### config.mk
export PLATFORM = sky130hd
export DESIGN_NAME = sha1_stream_hasher_core_flat
export DESIGN_NICKNAME = d
export VERILOG_FILES = /design/src/rtl/core/sha1_pkg.sv /design/src/rtl/core/sha1_req_if.sv /design/src/rtl/core/sha1_rsp_if.sv /design/src/rtl/core/sha1_ram.sv /design/src/rtl/core/sha1_stream_hasher_core.sv /design/src/flat_wrapper.sv
export SDC_FILE = /design/constraint.sdc
export NUM_CORES = 2
export LEC_CHECK = 0
export BUFFER_PORTS_ARGS = -buffer_cell sky130_fd_sc_hd__buf_2
export CORE_MARGIN = 10
export CORE_UTILIZATION = 55
export CTS_BUF_LIST = sky130_fd_sc_hd__clkbuf_8
export DETAILED_ROUTE_END_ITERATION = 7
export GPL_TIMING_DRIVEN = 0
export PLACE_DENSITY_LB_ADDON = 0.2
export SYNTH_ARGS = -nofsm -noshare
export SYNTH_HDL_FRONTEND = slang
export SYNTH_SLANG_ARGS = --single-unit
### constraint.sdc
create_clock -name clk -period 76.3 [get_ports clk]
set_input_delay 3.815 -clock clk [delete_from_list [all_inputs] [get_ports clk]]
set_output_delay 3.815 -clock clk [all_outputs]
set_load 0.02 [all_outputs]
### src/rtl/core/sha1_pkg.sv
package sha1_pkg;

  localparam int BlockBytes = 64;
  localparam int LenPos     = 56;
  localparam int DigestWords = 5;
  localparam logic [7:0] PadByte = 8'h80;

  localparam logic [31:0] H0 = 32'h67452301;
  localparam logic [31:0] H1 = 32'hEFCDAB89;
  localparam logic [31:0] H2 = 32'h98BADCFE;
  localparam logic [31:0] H3 = 32'h10325476;
  localparam logic [31:0] H4 = 32'hC3D2E1F0;

  localparam logic [31:0] K0 = 32'h5A827999;
  localparam logic [31:0] K1 = 32'h6ED9EBA1;
  localparam logic [31:0] K2 = 32'h8F1BBCDC;
  localparam logic [31:0] K3 = 32'hCA62C1D6;

  typedef struct packed {
    logic        req_type;
    logic [7:0]  data_byte;
  } sha1_req_t;

  typedef struct packed {
    logic [31:0] digest_word;
    logic [2:0]  word_index;
    logic        last_word;
    logic        error;
  } sha1_rsp_t;

  // round constant by round number
  function automatic logic [31:0] round_k(input logic [6:0] t);
    logic [31:0] k;
    if (t < 7'd20)      k = K0;
    else if (t < 7'd40) k = K1;
    else if (t < 7'd60) k = K2;
    else                k = K3;
    return k;
  endfunction

  // round function by round number
  function automatic logic [31:0] round_f(input logic [6:0] t, input logic [31:0] b,
                                          input logic [31:0] c, input logic [31:0] d);
    logic [31:0] f;
    if (t < 7'd20)      f = (b & c) | (~b & d);
    else if (t < 7'd40) f = b ^ c ^ d;
    else if (t < 7'd60) f = (b & c) | (b & d) | (c & d);
    else                f = b ^ c ^ d;
    return f;
  endfunction

endpackage

### src/rtl/core/sha1_req_if.sv
interface sha1_req_if;
  logic valid;
  logic ready;
  sha1_pkg::sha1_req_t data;
  modport source (output valid, output data, input ready);
  modport sink   (input valid, input data, output ready);
endinterface

### src/rtl/core/sha1_rsp_if.sv
interface sha1_rsp_if;
  logic valid;
  logic ready;
  sha1_pkg::sha1_rsp_t data;
  modport source (output valid, output data, input ready);
  modport sink   (input valid, input data, output ready);
endinterface

### src/rtl/core/sha1_ram.sv
module sha1_ram #(
  parameter int Width = 8,
  parameter int Depth = 64
) (
  input  logic                     clk,
  input  logic                     we,
  input  logic [$clog2(Depth)-1:0] waddr,
  input  logic [Width-1:0]         wdata,
  input  logic [$clog2(Depth)-1:0] raddr,
  output logic [Width-1:0]         rdata
);
  logic [Width-1:0] mem [Depth];

  always_ff @(posedge clk) begin
    if (we) mem[waddr] <= wdata;
    rdata <= mem[raddr];
  end
endmodule

### src/rtl/core/sha1_stream_hasher_core.sv
// SHA-1 engine fed one message byte per word on the request channel. Bytes are
// gathered into 32-bit words, and every fourth byte writes its word into a 16-entry
// block memory as it is accepted. When the 64th byte of a block lands, the engine
// stalls while it runs the rounds, one round per cycle: the first 16 rounds read the
// message words from the block memory, the rest take the expanded schedule from a
// 16-word register window. A fold state then adds in the chaining words. A finish
// word writes the padding one 32-bit word per cycle and runs the compression: the
// first digest word is registered in the fold state of the last block, after a
// second padding and compression pass when the padding spills into a second block.
// The five digest words then leave through an output register, one per cycle
// without back-pressure, index 0 first; a message whose bit count overflowed yields
// one error word the cycle after its finish instead. The engine then starts a new
// message by itself.
module sha1_stream_hasher_core (
  input logic clk,
  input logic rst,
  sha1_req_if.sink   req,
  sha1_rsp_if.source rsp
);
  import sha1_pkg::*;

  typedef enum logic [2:0] {
    S_IDLE, S_PAD, S_RUN, S_FOLD, S_OUT
  } state_t;

  state_t      state;
  logic [5:0]  fill;
  logic [63:0] bit_length;
  logic        corrupted;
  logic [31:0] h [DigestWords];
  logic [31:0] a, b, c, d, e;
  logic [6:0]  rnd;
  logic [3:0]  pad_word;
  logic        final_pass;    // compression is the last one of the finish
  logic        two_blocks;    // padding needs an extra block
  logic [2:0]  out_idx;
  logic [23:0] part;          // bytes of the word being filled

  // block memory: 16 message words
  logic        we;
  logic [3:0]  waddr, raddr;
  logic [31:0] wdata, rdata;

  sha1_ram #(.Width(32), .Depth(BlockBytes / 4)) u_wmem (
    .clk(clk), .we(we), .waddr(waddr), .wdata(wdata), .raddr(raddr), .rdata(rdata)
  );

  // schedule window of the last 16 words, kept in registers for the xor taps
  logic [31:0] win [16];
  logic [31:0] w_cur;
  logic [31:0] w_mix;

  assign w_mix = win[13] ^ win[8] ^ win[2] ^ win[0];

  always_comb begin
    if (rnd < 7'd16) w_cur = rdata;
    else w_cur = {w_mix[30:0], w_mix[31]};
  end

  // padding word: pad byte in the first block, length in the final one
  logic [31:0] pad_data;
  logic        pad_wr;
  always_comb begin
    pad_data = 32'h0;
    if (pad_word == fill[5:2] && !(final_pass && two_blocks)) begin
      unique case (fill[1:0])
        2'd0: pad_data = {PadByte, 24'h0};
        2'd1: pad_data = {part[23:16], PadByte, 16'h0};
        2'd2: pad_data = {part[23:8], PadByte, 8'h0};
        default: pad_data = {part, PadByte};
      endcase
    end
    if (final_pass) begin
      if (pad_word == 4'd14) pad_data = pad_data | bit_length[63:32];
      if (pad_word == 4'd15) pad_data = pad_data | bit_length[31:0];
    end
  end

  // message words below the pad byte are kept, except in the spill block
  assign pad_wr = (pad_word >= fill[5:2]) || (final_pass && two_blocks);

  logic [63:0] len_plus;
  assign len_plus = bit_length + 64'd8;

  assign req.ready = (state == S_IDLE);
  // read one round ahead to cover the memory latency
  assign raddr = (state == S_RUN) ? rnd[3:0] + 4'd1 : 4'd0;
  assign we = (state == S_IDLE && req.valid && !req.data.req_type && !corrupted
               && fill[1:0] == 2'd3) || (state == S_PAD && pad_wr);
  assign waddr = (state == S_PAD) ? pad_word : fill[5:2];
  assign wdata = (state == S_PAD) ? pad_data : {part, req.data.data_byte};

  always_ff @(posedge clk) begin
    if (rst) begin
      state <= S_IDLE;
      fill <= '0;
      bit_length <= '0;
      corrupted <= 1'b0;
      h[0] <= H0; h[1] <= H1; h[2] <= H2; h[3] <= H3; h[4] <= H4;
      rsp.valid <= 1'b0;
      rnd <= '0;
      pad_word <= '0;
      final_pass <= 1'b0;
      two_blocks <= 1'b0;
      out_idx <= '0;
    end else begin
      unique case (state)
        S_IDLE: begin
          if (req.valid) begin
            if (!req.data.req_type) begin
              if (!corrupted) begin
                unique case (fill[1:0])
                  2'd0: part[23:16] <= req.data.data_byte;
                  2'd1: part[15:8] <= req.data.data_byte;
                  2'd2: part[7:0] <= req.data.data_byte;
                  default: ;
                endcase
                fill <= fill + 6'd1;
                bit_length <= len_plus;
                if (len_plus == 64'd0) corrupted <= 1'b1;
                if (fill == 6'd63) begin
                  state <= S_RUN; rnd <= '0; final_pass <= 1'b0; two_blocks <= 1'b0;
                  a <= h[0]; b <= h[1]; c <= h[2]; d <= h[3]; e <= h[4];
                end
              end
            end else if (corrupted) begin
              rsp.data <= '{digest_word: 32'h0, word_index: 3'd0, last_word: 1'b1,
                            error: 1'b1};
              rsp.valid <= 1'b1;
              out_idx <= 3'd4;
              state <= S_OUT;
            end else begin
              two_blocks <= (fill >= 6'(LenPos));
              final_pass <= (fill < 6'(LenPos));
              pad_word <= '0;
              state <= S_PAD;
            end
          end
        end
        // padding words, one per cycle, into the block memory
        S_PAD: begin
          pad_word <= pad_word + 4'd1;
          if (pad_word == 4'd15) begin
            state <= S_RUN; rnd <= '0;
            a <= h[0]; b <= h[1]; c <= h[2]; d <= h[3]; e <= h[4];
          end
        end
        // one round per cycle
        S_RUN: begin
          for (int i = 0; i < 15; i++) win[i] <= win[i + 1];
          win[15] <= w_cur;
          a <= {a[26:0], a[31:27]} + round_f(rnd, b, c, d) + e + w_cur + round_k(rnd);
          b <= a; c <= {b[1:0], b[31:2]}; d <= c; e <= d;
          rnd <= rnd + 7'd1;
          if (rnd == 7'd79) state <= S_FOLD;
        end
        S_FOLD: begin
          h[0] <= h[0] + a; h[1] <= h[1] + b; h[2] <= h[2] + c;
          h[3] <= h[3] + d; h[4] <= h[4] + e;
          if (final_pass) begin
            out_idx <= 3'd0;
            rsp.valid <= 1'b1;
            rsp.data <= '{digest_word: h[0] + a, word_index: 3'd0, last_word: 1'b0,
                          error: 1'b0};
            state <= S_OUT;
          end else if (two_blocks) begin
            final_pass <= 1'b1; pad_word <= '0; state <= S_PAD;
          end else begin
            fill <= '0;
            state <= S_IDLE;
          end
        end
        S_OUT: begin
          if (rsp.ready) begin
            if (out_idx == 3'd4) begin
              rsp.valid <= 1'b0;
              fill <= '0; bit_length <= '0; corrupted <= 1'b0;
              h[0] <= H0; h[1] <= H1; h[2] <= H2; h[3] <= H3; h[4] <= H4;
              state <= S_IDLE;
            end else begin
              out_idx <= out_idx + 3'd1;
              rsp.data <= '{digest_word: h[out_idx + 3'd1], word_index: out_idx + 3'd1,
                            last_word: (out_idx == 3'd3), error: 1'b0};
            end
          end
        end
        default: state <= S_IDLE;
      endcase
    end
  end
endmodule
### src/flat_wrapper.sv
// flat-port wrapper written by rule: the top's interface ports become plain ports
module sha1_stream_hasher_core_flat import sha1_pkg::*;
  (clk, rst, req_valid, req_data, req_ready, rsp_valid, rsp_data, rsp_ready);
  sha1_req_if req_i ();
  sha1_rsp_if rsp_i ();
  input logic clk;
  input logic rst;
  input wire logic [$bits(req_i.valid)-1:0] req_valid;
  input wire logic [$bits(req_i.data)-1:0] req_data;
  output wire logic [$bits(req_i.ready)-1:0] req_ready;
  output wire logic [$bits(rsp_i.valid)-1:0] rsp_valid;
  output wire logic [$bits(rsp_i.data)-1:0] rsp_data;
  input wire logic [$bits(rsp_i.ready)-1:0] rsp_ready;
  assign req_i.valid = req_valid;
  assign req_i.data = req_data;
  assign req_ready = req_i.ready;
  assign rsp_valid = rsp_i.valid;
  assign rsp_data = rsp_i.data;
  assign rsp_i.ready = rsp_ready;
  sha1_stream_hasher_core u_core (.clk(clk), .rst(rst), .req(req_i), .rsp(rsp_i));
endmodule
==> out/qor.csv <==
stage,metric,value,unit
grt,GRT Total Usage,29.7,%
placed_design,IO Port Bufs,50,
setup_path,kind of critical path,reg -> reg,
yosys,most numerous cell in the Yosys netlist,edfxtp_1,
clocking,TritonCTS clock tree,built,
routing,routed vias/inst,6.23,
finish,"Area growth, synth to finish",11.4,%
clocking,Worst-path clk slew,0.06,ns
floorplanning,Die W,382,um
power,worst vdd ir,20.5,uV
clocking,clk buf depth,3,
yosys,Synth Warn #,0,
yosys,Synth area leader,edfxtp_1,
routing,# DRC,0,
floorplanning,Ports,52,
outcome,status,finished with violations,
sta,max-slew violations,11,
yosys,Syn Inst Count,5813,
floorplanning,core area,130000,um^2
yosys,synth unique cells,98,
clocking,CTS Hold Bufs,0,
yosys,Synth top area share,58.4,%
finish,share of layout cells above drive strength 1,8.37,%
clocking,H-Tree Level Count,4,
sta,crit path time final,9.27,ns
setup_path,crit path launch type,flop,
outcome,failing checks,"capacitance limit, slew limit",
sta,# setup viols final,0,
yosys,"Primary FF master, synth",edfxtp_1,
clocking,Post-CTS Setup Inserts,0,
flow_run,maxcap violations,1,
setup_path,"Req. time, crit path",76.96,ns
yosys,sequential area share after synthesis,61.8,%
sta,Worst-Margin Slew,1.61,ns
grt,first-pass GRT wire length,321,mm
sta,Max Clk Rate,108,MHz
routing,Pre-antenna DRT Iters,6,
yosys,Commonest cells post-synth,"edfxtp_1, nand2_1, nor2_1",
sta,Slew HR,-7.62,%
power,Pwr Density,26.0,nW/um^2
sta,setup TNS,0,ns
setup_path,Critical Path AT,9.93,ns
routing,wire per inst,27.5,um
floorplanning,Die Ht,382,um
clocking,root buffer cell,clkbuf_8,
placed_design,"Cell Area, Placed",75700,um^2
placed_design,DP Wirelength,158,mm
yosys,asr flop ratio synth,0,%
routing,DRT antenna net count,0,
yosys,syn nets,6185,
grt,Overflow after GRT,0,
min_path,Hold/Removal Path Class,reg -> reg,
clocking,worst skew pair latency,0.98,ns
yosys,top post-synthesis cells by area,"edfxtp_1, nand2_1, ha_1, fa_1, dfxtp_1",
sta,Final Hold Viols,0,
yosys,"flops & latches, synth",1525,
grt,largest net degree at the start of global routing,58,
finish,fin area,80500,um^2
yosys,Post-Synthesis Cell Area,72200,um^2
routing,via count,50485,
floorplanning,die footprint,146000,um^2
grt,vias in the first global route,47792,
routing,routed wire length,223,mm
floorplanning,Initial Util,55.6,%
sta,post-route clock skew,0.0499,ns
clocking,Post-CTS Resized,0,
grt,antenna violations before repair,7,
setup_path,CP max FO,10,
yosys,Post-synth EDFFs,1405,
sta,RSZ-0062 raised after global routing,false,
finish,final net count,6522,
clocking,Clock Sink Count,1525,
clocking,CTS Buf Count,241,
placed_design,gpl congestion,0.978,
setup_path,crit end category,flop,
floorplanning,FP Rows,132,
sta,period utilization,12.2,%
yosys,Avg Inst Size Synth,12.4,um^2
finish,Post-Route Utilization,61.9,%
power,LEAKAGE,28.9,nW
routing,DRT iter0 DRCs,7033,
==> power by group <==
group          switching [mW]  internal [mW]  leakage (nW)  total [mW]
clock                   0.343          0.344          2.74       0.687
combinational           0.293          0.145          12.7       0.438
sequential             0.0176          0.952          13.5       0.969
total                   0.654           1.44          28.9        2.09
==> layout make-up <==
| type | instances | area (um^2) |
|---|---|---|
| fill | 10234 | 49500 |
| antenna | 7 | 17.5 |
| timing repair buffer | 94 | 1190 |
| tap | 1742 | 2180 |
| clock buffer | 248 | 3410 |
| multi-input combinational | 3732 | 25700 |
| inverter | 270 | 1010 |
| clock inverter | 201 | 1300 |
| buffer | 286 | 1110 |
| sequential | 1525 | 44600 |
==> worst paths after layout <==
path	startpoint	endpoint	slack (ns)	depth (start not counted)
worst max-delay path	u_core.rnd[3]	u_core.a[26]	67.03	24
worst min-delay path	u_core.win[4][40]	u_core.win[4][8]	0.40	0
worst max register to register	u_core.rnd[3]	u_core.a[26]	67.03	24
worst min register to register	u_core.win[4][40]	u_core.win[4][8]	0.40	0
==> flip-flops by register name, indices dropped and copies added (netlist names) <==
signal               flops
u_core.pad_word          4
u_core.d                32
u_core.corrupted         1
u_core.bit_length       61
u_core.rnd               7
u_core.u_wmem.rdata     32
u_core.rsp.data         37
u_core.final_pass        1
u_core.two_blocks        1
u_core.c                32
u_core.h               160
u_core.rsp.valid         1
u_core.out_idx           3
u_core.part             24
u_core.b                32
u_core.win             512
u_core.fill              6
u_core.e                32
u_core.u_wmem.mem      512
u_core.a                32
u_core.state             3
==> worst max-delay path, stage by stage (launching register included) <==
cell and delay [ns]:
dfxtp_1 0.29, clkbuf_1 0.19, o21ai_0 0.19, nor2b_1 0.78
inv_1 0.44, nand2_1 0.73, clkbuf_1 1.14, o32ai_1 0.27
nor2_1 0.36, fa_1 0.50, fa_1 0.55, inv_1 0.06
fa_1 0.60, inv_1 0.06, ha_1 0.31, a211o_1 0.27
a21oi_1 0.21, o21ai_0 0.24, a32oi_1 0.35, nand2_1 0.20
a211oi_1 0.46, o21ai_0 0.14, a21oi_1 0.20, xor2_1 0.28
o21ai_0 0.11
==> cells by family (layout without fill, tap and decap cells) <==
family | Yosys count | in the layout | synth area share (%)
AND/OR/NAND/NOR | 1832 | 1832 | 11.4
flip-flops | 1525 | 1525 | 61.8
AO/OA/AOI/OAI | 1121 | 1121 | 10.5
buffers and inverters | 556 | 1099 | 2.94
adder cells (fa/ha/maj) | 359 | 359 | 7.51
XOR/XNOR | 283 | 283 | 3.43
multiplexers | 137 | 137 | 2.46
other | 0 | 7 | 0
==> stage by stage <==
stage          hold WS (ns)  std cells  power, mW  worst slack (ns)
2_1_floorplan         0.400       5813       1.27             49.47
3_3_place_gp          0.401       7605       1.42             41.73
3_5_place_dp          0.405       7649       1.41             67.60
4_1_cts               0.369       8098       2.09             67.51
5_1_grt               0.377       8100       2.17             67.05
6_report              0.399       8105       2.09             67.03
==> layout by cell type (no fill, tap or decap), types with 120 or more instances in the layout <==
cell type  instances
o21ai_0          251
inv_1            358
nand3_1          136
dfxtp_1          120
fa_1             124
xnor2_1          194
clkbuf_1         242
edfxtp_1        1405
clkbuf_8         248
nand2_1          941
a21oi_1          232
nor2_1           291
ha_1             235
==> per-layer routing <==
| metal | routed length [um] | vias to the layer above | GRT usage [%] |
|---|---|---|---|
| li1 | - | 22070 | - |
| met1 | 89700 | 24798 | 42.2 |
| met2 | 95300 | 3058 | 42.8 |
| met3 | 26000 | 555 | 7.11 |
| met4 | 11700 | 4 | 14.6 |
| met5 | 26 | - | 0 |
Note: power is estimated with default switching activity, not from simulation.
